File: src/rtl/core/tmc_pkg.sv
// ----------------------------------------------------------------------------
// tmc_pkg: shared types and constants of the tile map collision engine
// Sizes of the tile store, fixed field widths, command codes, controller
// states and the command and status bundles between controller and datapath.
// ----------------------------------------------------------------------------
`default_nettype none
package tmc_pkg;

  localparam int MAX_COLS       = 64;
  localparam int MAX_ROWS       = 64;
  localparam int MAX_PUSH_STEPS = 4096;

  localparam int DIM_MAX = (MAX_COLS > MAX_ROWS) ? MAX_COLS : MAX_ROWS;
  localparam int IDX_W   = (DIM_MAX > 1) ? $clog2(DIM_MAX) : 1;
  localparam int QS_W    = IDX_W + 1;
  localparam int DEPTH   = MAX_COLS * MAX_ROWS;
  localparam int ADDR_W  = (DEPTH > 1) ? $clog2(DEPTH) : 1;
  localparam int STEP_W  = $clog2(MAX_PUSH_STEPS + 1);

  localparam int CODE_W    = 16;
  localparam int DIM_W     = 7;
  localparam int TILE_W    = 9;
  localparam int CFG_W     = 9;
  localparam int CFG_IDX_W = 2;
  localparam int IN_POS_W  = 21;
  localparam int SIZE_W    = 14;
  localparam int POS_W     = 23;
  localparam int DIV_W     = POS_W - 4;
  localparam int DCNT_W    = $clog2(DIV_W);
  localparam int CMP_W     = (QS_W > DIM_W) ? QS_W : DIM_W;

  localparam logic [CFG_IDX_W-1:0] REG_MAP_COLS    = 2'd0;
  localparam logic [CFG_IDX_W-1:0] REG_MAP_ROWS    = 2'd1;
  localparam logic [CFG_IDX_W-1:0] REG_TILE_WIDTH  = 2'd2;
  localparam logic [CFG_IDX_W-1:0] REG_TILE_HEIGHT = 2'd3;

  localparam logic [2:0] CMD_GET      = 3'd0;
  localparam logic [2:0] CMD_SET      = 3'd1;
  localparam logic [2:0] CMD_OVERLAP  = 3'd2;
  localparam logic [2:0] CMD_PIXEL    = 3'd3;
  localparam logic [2:0] CMD_RESOLVE  = 3'd4;

  typedef enum logic [1:0] {
    PH_INIT,
    PH_X,
    PH_Y
  } phase_t;

  typedef enum logic [3:0] {
    S_IDLE,
    S_DISPATCH,
    S_SET,
    S_CELL_RD,
    S_DIV_GO,
    S_DIV_WAIT,
    S_BOUNDS,
    S_SCAN_RD,
    S_SCAN_CHK,
    S_RES,
    S_DONE
  } state_t;

  typedef struct packed {
    logic load;
    logic cell_rd;
    logic set_wr;
    logic div_go;
    logic scan_init;
    logic scan_rd;
    logic scan_next;
    logic ov_set;
    logic ov_val;
    logic set_hit;
    logic enter_x;
    logic enter_y;
    logic step;
    logic set_cap;
    logic finish;
  } ctrl_cmd_t;

  typedef struct packed {
    logic [2:0] cmd;
    logic       div_done;
    logic       div_last;
    logic       empty;
    logic       solid;
    logic       scan_last;
    logic       ov;
    logic       ncap;
    logic       vsx_nz;
    phase_t     phase;
  } dp_stat_t;

endpackage
`default_nettype wire

File: src/rtl/core/tmc_ctrl.sv
// ----------------------------------------------------------------------------
// tmc_ctrl: command sequencer of the tile map collision engine
// Walks each command through the tile access, divisions, tile scans and push steps it needs.
// ----------------------------------------------------------------------------
`default_nettype none
module tmc_ctrl
  import tmc_pkg::*;
(
  input  wire logic     clk,
  input  wire logic     rst_n,
  input  wire logic     start,
  output logic          busy,
  input  wire dp_stat_t stat,
  output ctrl_cmd_t     cmd
);

  state_t state_r, state_nxt;
  state_t ov_end;

  assign ov_end = (stat.cmd == CMD_RESOLVE) ? S_RES : S_DONE;

  always_ff @(posedge clk) begin
    if (!rst_n) begin
      state_r <= S_IDLE;
    end else begin
      state_r <= state_nxt;
    end
  end

  always_comb begin
    state_nxt = state_r;
    case (state_r)
      S_IDLE: begin
        if (start) state_nxt = S_DISPATCH;
      end
      S_DISPATCH: begin
        case (stat.cmd)
          CMD_GET:                          state_nxt = S_CELL_RD;
          CMD_SET:                          state_nxt = S_SET;
          CMD_OVERLAP, CMD_PIXEL, CMD_RESOLVE: state_nxt = S_DIV_GO;
          default:                          state_nxt = S_DONE;
        endcase
      end
      S_SET:      state_nxt = S_DONE;
      S_CELL_RD:  state_nxt = S_DONE;
      S_DIV_GO:   state_nxt = S_DIV_WAIT;
      S_DIV_WAIT: begin
        if (stat.div_done) begin
          if (!stat.div_last) begin
            state_nxt = S_DIV_GO;
          end else if (stat.cmd == CMD_PIXEL) begin
            state_nxt = S_CELL_RD;
          end else begin
            state_nxt = S_BOUNDS;
          end
        end
      end
      S_BOUNDS:   state_nxt = stat.empty ? ov_end : S_SCAN_RD;
      S_SCAN_RD:  state_nxt = S_SCAN_CHK;
      S_SCAN_CHK: state_nxt = (stat.solid || stat.scan_last) ? ov_end : S_SCAN_RD;
      S_RES: begin
        case (stat.phase)
          PH_INIT: state_nxt = (stat.ov) ? S_RES : S_DONE;
          PH_X: begin
            if (!stat.ov)       state_nxt = S_DONE;
            else if (stat.ncap) state_nxt = S_RES;
            else                state_nxt = S_DIV_GO;
          end
          default: begin
            state_nxt = (stat.ov && !stat.ncap) ? S_DIV_GO : S_DONE;
          end
        endcase
      end
      S_DONE:  state_nxt = S_IDLE;
      default: state_nxt = S_IDLE;
    endcase
  end

  always_comb begin
    cmd  = '0;
    busy = state_r != S_IDLE;
    case (state_r)
      S_IDLE:     cmd.load = start;
      S_SET:      cmd.set_wr = 1'b1;
      S_CELL_RD:  cmd.cell_rd = 1'b1;
      S_DIV_GO:   cmd.div_go = 1'b1;
      S_BOUNDS: begin
        if (stat.empty) begin
          cmd.ov_set = 1'b1;
        end else begin
          cmd.scan_init = 1'b1;
        end
      end
      S_SCAN_RD:  cmd.scan_rd = 1'b1;
      S_SCAN_CHK: begin
        if (stat.solid) begin
          cmd.ov_set = 1'b1;
          cmd.ov_val = 1'b1;
        end else if (stat.scan_last) begin
          cmd.ov_set = 1'b1;
        end else begin
          cmd.scan_next = 1'b1;
        end
      end
      S_RES: begin
        case (stat.phase)
          PH_INIT: begin
            cmd.set_hit = 1'b1;
            if (stat.ov && stat.vsx_nz) begin
              cmd.enter_x = 1'b1;
            end else if (stat.ov) begin
              cmd.enter_y = 1'b1;
            end
          end
          PH_X: begin
            if (stat.ov && stat.ncap) begin
              cmd.set_cap = 1'b1;
              cmd.enter_y = 1'b1;
            end else if (stat.ov) begin
              cmd.step = 1'b1;
            end
          end
          default: begin
            if (stat.ov && stat.ncap) begin
              cmd.set_cap = 1'b1;
            end else if (stat.ov) begin
              cmd.step = 1'b1;
            end
          end
        endcase
      end
      S_DONE:  cmd.finish = 1'b1;
      default: ;
    endcase
  end

endmodule
`default_nettype wire

File: config.mk
export PLATFORM = sky130hd
export DESIGN_NAME = tmc_ctrl
export DESIGN_NICKNAME = d
export VERILOG_FILES = /design/src/rtl/core/tmc_pkg.sv /design/src/rtl/core/tmc_ctrl.sv
export SDC_FILE = /design/constraint.sdc
export NUM_CORES = 1
export LEC_CHECK = 0
export BUFFER_PORTS_ARGS = -buffer_cell sky130_fd_sc_hd__buf_2
export CORE_AREA = 2 2 39 41
export CTS_BUF_LIST = sky130_fd_sc_hd__clkbuf_2
export DETAILED_ROUTE_END_ITERATION = 7
export DIE_AREA = 0 0 41 43
export GPL_ROUTABILITY_DRIVEN = 1
export GPL_TIMING_DRIVEN = 1
export PLACE_DENSITY = 0.81
export SLEW_MARGIN = 0
export SYNTH_ARGS = -nofsm -noshare
export SYNTH_HDL_FRONTEND = slang
export SYNTH_SLANG_ARGS = --single-unit
export TNS_END_PERCENT = 100
File: constraint.sdc
create_clock -name clk -period 3.5 [get_ports clk]
set_clock_uncertainty 0.15 [all_clocks]
set_input_delay 0.175 -clock clk [delete_from_list [all_inputs] [get_ports clk]]
set_output_delay 0.175 -clock clk [all_outputs]
set_load 0.02 [all_outputs]
* After elaboration in Yosys (flattened, before gate mapping)
Cells that the tools add are included.
** Word-level totals
- Register bits :: 4
- Output and inout port bits :: 16
- Bits of input ports :: 16
** Cells by class
- Reduce and logical (&&, ||, !) cells :: 12
- Multiplexer cells :: 40
- Equal/unequal tests :: 17
** Operator list (count)
- $pmux W4 S9 :: 1
- $mux W4 :: 7
- $mux W1 :: 21
- $eq A4 B3 Y1 const B :: 4
- $eq A4 B4 Y1 const B :: 3
- $pmux W4 S3 :: 1
- $eq A4 B2 Y1 const B :: 2
- $mux W2 :: 4
- $pmux W4 S2 :: 1
- $eq A3 B2 Y1 const B :: 2
- $mux W3 :: 2
- $mux W5 :: 1
- $eq A4 B1 Y1 const B :: 1
- $logic_not A4 Y1 :: 1
- $ne A2 B2 Y1 const B :: 2
- $pmux W1 S2 :: 2
- $reduce_bool A4 Y1 :: 1
- $eq A3 B1 Y1 const B :: 1
- $eq A3 B3 Y1 const B :: 1
- $logic_and A1 B1 Y1 :: 3
- $logic_not A3 Y1 :: 1
- $reduce_or A3 Y1 :: 1
- $eq A2 B1 Y1 const B :: 1
- $logic_not A2 Y1 :: 1
- other kinds (4) :: 4

* Logic depth before layout (Yosys ltp)
Gate-level depths: netlist of the first run.
- Depth after elaboration :: 5
- Mapped depth :: 5
- Mapped depth without buffers :: 4

* Worst setup path after synthesis of the first run
No wires, ideal clock.
- Path type :: register -> output
- Start point :: register state_r[1]
- End point :: output port cmd[3] (netlist bit)
- Arrival :: 1.593 ns
- Cell stages (with the launch flop) :: 4
- Slack :: 1.582 ns
- Path through :: dfxtp_1 nor3b_4 nand3_2 a2111oi_1
** RTL lines
- start, declared :: RTL line tmc_ctrl.sv:17 : state_t state_r, state_nxt;
- start signal, assigned :: RTL line tmc_ctrl.sv:26 : state_r <= state_nxt;
- end, declared :: RTL line tmc_ctrl.sv:14 : output ctrl_cmd_t cmd

==> results.md, run 1 <==
* Status: complete, no violations
* DRT iter0 DRCs at 21
* Antenna violations before repair at 0
* Final instance count without filler cells at 134
* Async set-reset flop share out of synthesis at 0%
* Clock transition at path regs at 0.04 ns
* Clock latency on the worst-skew pair at 0.21 ns
* Layout cell share with drive strength beyond 1 at 31.4%
* Hold WC Path Type: in2reg
* Cells after Synth at 90
* Leading registers by flop count: state_r (4)
* Crit Path Category: reg2out
* Die W at 41 um
* DR top layer: met4
* Syn avg cell area at 6.73 um^2
* Average wire per standard cell at 12.3 um
* Ys flop type: dfxtp_1
* Fmax at 0.456 GHz
* Max reg flops at 4
* Pin count of the biggest net entering global routing at 22
* Placed Cells at 131
* Endpoints failing hold at 0
* Mapped Area at 606 um^2
* CTS max path bufs at 2
* Max-slew violations at 0
* Internal at 0.000204 W
* Vias in the first global route at 669
* Startpoint type of the worst setup path: flip-flop
* Sw Share at 54.6%
* Tot GR Track Use at 22.7%
* Crit share post-route at 62.7%
* Max-Cap Viols at 0
* Area delta synth->final at 25.2%
* Via-to-Cell Ratio at 5.93
* Synth Register Bits at 4
* PwrDens at 593 mW/mm^2
* Initial core utilization at 43.8%
* YS warnings at 0
* Critical Path AT at 1.87 ns
* Crit-path max FO at 13
* Clk sinks at 4
* Fill cells at 144
* Antenna Nets Post-Route at 0
* DRC Markers at 0
* Vias at 795
* Kind of end point of the critical path: output pin
* Routability cong. at 0.872
* Post CTS Setup Buffer Count at 0
* GRT overflow at 0
* Routed wl met2 at 891 um
* Logic gate share of total power at 61.8%
* EDFF count, synth at 0
* CTS tree: built
* IO buf count at 31
* Max VDD drop at 0.265 mV
* First-pass GRT wire length at 2.75 mm
* P_sw at 0.000246 W
* Power share of the clock group at 9.5%
* First-pass detailed-route iteration total at 4
* Die height at 43 um
* CTS Root Cell: clkbuf_2
* WP data required at 3.17 ns
* Hpwl dp at 1.31 mm
* Setup TNS at 0 ns
* Post-synth cell types at 41
* Sequential fraction of design power at 28.7%
* Syn_nets at 106
* Worst rel slew slack at 56.6%
* Pleak at 0.339 nW
* CTS Hold Bufs at 0
* Crit path time final at 2.19 ns
* # IOs at 32
* Cell row count at 14
* Detailed Route WL at 1.65 mm
* Antenna cells at 0
* Setup violators final at 0
* Final nets at 136
* DR WL met3 at 22 um
* Worst slew pin tran at 0.650 ns
* CTS H-tree depth at 1
* # resized after CTS at 0
* Most flop-heavy register: state_r
* Commonest non-fill, non-tap cell in the layout: buf_2
* Most frequent cells in the layout: 31 x buf_2, 11 x nor2_1, 9 x nand2_1
* Core area at 0.00138 mm^2
* DRT met1 WL at 710 um
* Inserted Clock Buffers at 3
* Total die area at 0.00176 mm^2
* Sequential area share after synthesis at 13.2%
* Unrepaired setup endpoints after global routing: false
[path summary, 6_finish.rpt]
kind | from | endpoint | slack [ns] | depth (start not counted)
max | state_r[3] | cmd[3] | 1.31 | 4
min | rst_n | state_r[3] | 0.05 | 2
max reg2reg | state_r[0] | state_r[0] | 1.74 | 4
min reg2reg | state_r[1] | state_r[1] | 0.60 | 2
[final cells by class]
type | count | area [um^2] | area share (%)
clock buffer | 3 | 15.0 | 1.98
inverter | 5 | 18.8 | 2.48
multi-input combinational | 75 | 469 | 61.9
sequential | 4 | 80.1 | 10.6
tap | 16 | 20.0 | 2.64
timing repair buffer | 31 | 155 | 20.5
[worst max-delay path, stage by stage, from the launching register on]
cell       delay (ns)
dfxtp_1          0.53
nor3b_4          0.31
nand3_2          0.14
a2111oi_1        0.43
buf_2            0.24
[through the flow]
stage	util [%]	cell area [um^2]	hold WS [ns]	total power [W]	setup WS, ns
after floorplan	-	606	0.153	0.000339	1.58
after global placement	53.7	743	0.262	0.000398	1.63
after detailed placement	53.7	743	0.268	0.000405	1.54
after CTS	54.8	758	0.0451	0.000449	1.29
after global routing	54.8	758	0.0584	0.000487	1.18
final	54.8	758	0.0499	0.000450	1.31
[synth_stat cells (all sizes together), types with 2 or more instances]
master	instances	area, um^2
nor2	11	41.3
nand2	9	33.8
buf	5	33.8
inv	5	18.8
o21ai	5	25.0
a21oi	4	20.0
a31oi	4	25.0
dfxtp	4	80.1
nand2b	4	25.0
nor3	4	20.0
nor4	3	25.0
or2	3	18.8
nand4	2	12.5
nor2b	2	12.5
nor3b	2	26.3
o21bai	2	15.0
o31a	2	17.5
[metal layers]
layer | up-vias | global-route usage [%]
met1 | 381 | 31.9
met3 | 3 | 3.14
met4 | 0 | 12.0
met2 | 12 | 32.2
met5 | - | 0
li1 | 399 | -
[cells by family after synthesis]
group                  count (synthesis)  share of synthesized area (%)
AOI/OAI and AO/OA                     27                           31.0
muxes                                  1                           1.65
and+or+nand+nor                       47                           44.8
DFF                                    4                           13.2
buffers and inverters                 11                           9.30
[power by group through the flow]
stage / logic, W / registers [W] / clock network [W]
after floorplan: 0.000260 / 0.0000793 / 0
after global placement: 0.000273 / 0.000126 / 0
after detailed placement: 0.000277 / 0.000129 / 0
after CTS: 0.000277 / 0.000127 / 0.0000441
after global routing: 0.000304 / 0.000138 / 0.0000449
final: 0.000278 / 0.000129 / 0.0000428
(Power assumes the default switching activity.)
==> inputs of run 2 (changes only) <==
CORE_AREA = default   (was 2 2 39 41)
CORE_UTILIZATION = 41   (was default)
DIE_AREA = default   (was 0 0 41 43)
PLACE_DENSITY = 0.77   (was 0.81)
clock period = 2 ns   (was 3.5 ns; I/O delays follow)
==> run 2 against run 1 <==
Net effect:
- global-route usage increased by 2.7 points
- count of clock-buffer cells in the layout did not move
- via count is 0.38% higher
- hold slack improved by 0.072 ns
- design area up 5.1%
==> results.md, run 2 (synthesized netlist as in run 1, its figures left out) <==
* WP data required at 1.75 ns
* Critical Path AT at 1.59 ns
* Final worst setup slack at 0.158 ns
* Setup violators final at 0
* # IOs at 32
* Max reg flops at 4
* Cell row count at 13
* Hpwl dp at 1.37 mm
* Worst slack, placed at 0.223 ns
* Detailed Route WL at 1.83 mm
* First-pass GRT wire length at 2.67 mm
* Pin count of the biggest net entering global routing at 16
* Internal at 0.000392 W
* Die height at 40.4 um
* Max-slew violations at 0
* CTS tree: built
* Logic gate share of total power at 69.5%
* Endpoints failing hold at 0
* PwrDens at 1060 mW/mm^2
* Unrepaired setup endpoints after global routing: false
* Average wire per standard cell at 13.3 um
* Fmax at 0.543 GHz
* Most frequent cells in the layout: 31 x buf_2, 11 x nor2_1, 9 x nand2_1
* Vias at 798
* Antenna cells at 0
* Hold WC Path Type: in2reg
* Area delta synth->final at 31.6%
* Post CTS Setup Buffer Count at 0
* Layout cell share with drive strength beyond 1 at 35.2%
* Die W at 40.4 um
* Core area at 0.00133 mm^2
* Worst slew pin tran at 0.396 ns
* Max VDD drop at 0.583 mV
* Initial core utilization at 45.4%
* Vias in the first global route at 587
* GRT overflow at 0
* Status: complete, no violations
* Most flop-heavy register: state_r
* P_sw at 0.000456 W
* Max-Cap Viols at 0
* Antenna Nets Post-Route at 0
* Sequential fraction of design power at 21.0%
* Inserted Clock Buffers at 3
* Clock transition at path regs at 0.06 ns
* CTS H-tree depth at 1
* Leading registers by flop count: state_r (4)
* Clock latency on the worst-skew pair at 0.23 ns
* CTS max path bufs at 2
* Pleak at 0.360 nW
* Sw Share at 53.8%
* Setup TNS at 0 ns
* Total die area at 0.00163 mm^2
* DRC Markers at 0
* Kind of end point of the critical path: output pin
* Crit Path Category: reg2out
* Startpoint type of the worst setup path: flip-flop
* Power share of the clock group at 9.5%
* Fill cells at 126
* Clk sinks at 4
* Crit path time final at 1.84 ns
* IO buf count at 31
* Via-to-Cell Ratio at 5.82
* First-pass detailed-route iteration total at 4
* Crit share post-route at 92.1%
* Worst rel slew slack at 73.2%
* Commonest non-fill, non-tap cell in the layout: buf_2
* Tot GR Track Use at 25.4%
* Routability cong. at 0.805
* Final nets at 140
* CTS Root Cell: clkbuf_2
* DRT iter0 DRCs at 31
* Crit-path max FO at 14
* Antenna violations before repair at 0
[run 2: worst paths after layout]
path                     end  cells past startpoint  startpoint  slack, ns
hold / removal    state_r[0]                      3       start       0.12
setup reg to reg  state_r[2]                      5  state_r[1]       0.37
setup / recovery      cmd[3]                      4  state_r[2]       0.16
hold reg to reg   state_r[0]                      3  state_r[0]       0.61
[run 2: per-stage QoR]
| stage | util [%] | area [um^2] | hold WS [ns] | std cells | power [W] |
|---|---|---|---|---|---|
| 2_1_floorplan | - | 606 | 0.0779 | 90 | 0.000593 |
| 3_3_place_gp | 57.3 | 764 | 0.212 | 133 | 0.000740 |
| 3_5_place_dp | 57.3 | 764 | 0.218 | 133 | 0.000753 |
| 4_1_cts | 59.3 | 791 | 0.109 | 137 | 0.000842 |
| 5_1_grt | 59.8 | 797 | 0.128 | 137 | 0.000929 |
| 6_report | 59.8 | 797 | 0.122 | 137 | 0.000847 |
[run 2: timing repair]
| action | CTS | global route |
|---|---|---|
| setup endpoints to repair | 1 | 1 |
| gates resized for setup | 1 | 2 |
| hold endpoints to repair | 1 | 0 |
| hold buffers | 1 | 0 |
[run 2: cell type report]
type                            instances  area (um^2)  area share [%]
Timing Repair Buffer                   35          188            23.5
Tap cell                               15         18.8            2.35
Clock buffer                            3         15.0            1.88
Multi-Input combinational cell         75          474            59.5
Inverter                                5         18.8            2.35
Sequential cell                         4         82.6            10.4
[run 2: power by group through the flow]
stage	registers, W	logic, W	clock network [W]
2_1_floorplan	0.000139	0.000454	0
3_3_place_gp	0.000171	0.000569	0
6_report	0.000178	0.000589	0.0000807
4_1_cts	0.000175	0.000583	0.0000841
5_1_grt	0.000183	0.000651	0.0000951
3_5_place_dp	0.000175	0.000578	0
[run 2: critical path, stage by stage, from the launching register on]
cell	delay [ns]
dfxtp_2	0.39
nor3b_4	0.26
nand3_2	0.15
a2111oi_2	0.35
buf_2	0.22
[run 2: layer usage]
metal	vias to the layer above	GRT usage, %	part of all wire [%]
met5	-	0	0
met4	0	7.50	0.66
met3	4	10.0	6.9
met2	31	36.5	45
met1	361	34.4	48
li1	402	-	-
==> inputs of run 3 (changes only) <==
CAP_MARGIN = 20   (was default)
CORE_UTILIZATION = 46   (was 41)
GPL_TIMING_DRIVEN = default   (was 1)
PLACE_DENSITY = 0.82   (was 0.77)
clock period = 1.8 ns   (was 2 ns; I/O delays follow)
==> run 3 against run 2 <==
Net effect:
- non-clock buffer count is 2 higher
- die area decreased by 10%
- sequential share of layout area fell by 0.62 points
- critical path depth stayed put
- design area increased by 3.1%
- sequential power is 11% lower
- via count up 4.9%
- largest power group unchanged
- routed wire length decreased by 3.7%
- worst setup slack got worse by 0.079 ns
==> results.md, run 3 (synthesized netlist as in run 1, its figures left out) <==
* GRT overflow at 0
* Die height at 38.3 um
* DRT iter0 DRCs at 18
* Pleak at 0.370 nW
* First-pass detailed-route iteration total at 4
* Total Power at 0.000968 W
* Endpoints failing hold at 0
* # IOs at 32
* Worst slack, placed at 0.231 ns
* Total die area at 0.00147 mm^2
* Clk sinks at 4
* Clock transition at path regs at 0.05 ns
* Inserted Clock Buffers at 3
* Worst path bufs/invs at 1
* Crit share post-route at 95.6%
* Final instance count without filler cells at 138
* Most flop-heavy register: state_r
* First-pass GRT wire length at 2.76 mm
* CTS max path bufs at 2
* Worst slew pin tran at 0.363 ns
* DR WL met3 at 119 um
* Cell row count at 12
* R2R Path End: state_r[0]
* Crit path time final at 1.72 ns
* Most frequent cells in the layout: 29 x buf_2, 11 x nor2_1, 9 x nand2_1
* Routability cong. at 0.872
* Initial core utilization at 51.7%
* WP data required at 1.56 ns
* Crit-path max FO at 5
* Setup violators final at 0
* R2R Path Start: state_r[0]
* Max-slew violations at 0
* Pin count of the biggest net entering global routing at 17
* Clock latency on the worst-skew pair at 0.22 ns
* Placed Cells at 133
* Startpoint type of the worst setup path: flip-flop
* Worst Hold Slack at 0.0836 ns
* Antenna cells at 0
* CTS H-tree depth at 1
* Kind of end point of the critical path: output pin
* Hold path depth at 3
* Reg2reg setup slack at 0.25 ns
* PwrDens at 1180 mW/mm^2
* DRC Markers at 0
* Reg area at 80.1 um^2
* Crit Path Category: reg2out
* Largest delay contributor family on the critical path: simple AND/OR/NAND/NOR gates
* Multi-input gate area at 483 um^2
* Status: complete, no violations
* Vias in the first global route at 692
* Antenna violations before repair at 0
* DR top layer: met4
* Hold WC Path Type: in2reg
* CTS tree: built
* Final nets at 142
* Average wire per standard cell at 12.7 um
* Area delta synth->final at 35.7%
* Tot GR Track Use at 26.9%
* Routed wl met2 at 863 um
* End point of the worst hold path: state_r[2]
* CTS Root Cell: clkbuf_2
* Critical path's slowest cell: dfxtp_1
* Die W at 38.3 um
* IO buf count at 31
* Vias at 837
* Detailed Route WL at 1.76 mm
* Core area at 0.00117 mm^2
* Max VDD drop at 0.611 mV
* Fmax at 0.581 GHz
* Layout cell share with drive strength beyond 1 at 34.7%
* Critical-path cell list: nor3b_4 > nand3_2 > a2111oi_2 > buf_4
* Fill cells at 103
* Max-Cap Viols at 0
* Worst rel slew slack at 75.5%
* Antenna Nets Post-Route at 0
* Via-to-Cell Ratio at 6.07
* Worst path max stage delay at 0.35 ns
* DRT met1 WL at 725 um
* Leading registers by flop count: state_r (4)
* Hpwl dp at 1.39 mm
* Final worst setup slack at 0.0796 ns
* Max reg flops at 4
* R2R depth at 5
* Critical Path AT at 1.48 ns
* Commonest non-fill, non-tap cell in the layout: buf_2
* Critical path depth at 4
* HP Start: start
[run 3: cell types whose count changed in the layout (fill, tap and decap cells not counted), sizes merged]
cell / previous run / this run
buf: 34 / 36
[run 3: cell type report]
type                       count  area share (%)
timing repair buffer          37            25.3
sequential                     4            9.74
inverter                       5            2.28
tap                           14            2.13
clock buffer                   3            1.83
multi-input combinational     75            58.8
[run 3: what timing repair did]
item,4_1_cts,5_1_grt
setup buffers,0,1
setup endpoints to repair,0,2
hold endpoints to repair,1,0
hold buffers,1,0
gates resized for setup,0,3
[run 3: power by group]
part | switching, W | internal, W
Sequential | 0.0000366 | 0.000123
Combinational | 0.000437 | 0.000286
Clock | 0.0000406 | 0.0000448
[run 3: worst register-to-register path, delay by kind of cell (launching register included)]
family | cells | cell delay [ns]
AOI/OAI and AO/OA | 3 | 0.47
DFF | 1 | 0.42
buffers and inverters | 1 | 0.25
and+or+nand+nor | 1 | 0.13
[run 3: worst max-delay path by stage]
stage                from          to  slack, ns
6_report       state_r[3]      cmd[3]       0.08
5_1_grt        state_r[3]      cmd[3]      -0.01
4_1_cts        state_r[3]      cmd[3]       0.02
3_5_place_dp   state_r[1]  state_r[2]       0.23
3_3_place_gp   state_r[1]  state_r[2]       0.30
2_1_floorplan  state_r[0]     cmd[10]       0.20
[run 3: metrics by stage]
stage                     util [%]  cell area [um^2]  TNS (ns)
final                         70.2               822         0
after detailed placement      66.2               776         0
after global routing          70.2               822   -0.0120
after floorplan                  -               611         0
after CTS                     68.4               801         0
after global placement        66.2               776         0
[run 3: metal layers]
metal | vias to the layer above | global-route usage (%)
met5 | - | 0
met4 | 0 | 13.4
met3 | 6 | 3.49
met2 | 39 | 44.9
met1 | 385 | 33.2
li1 | 407 | -
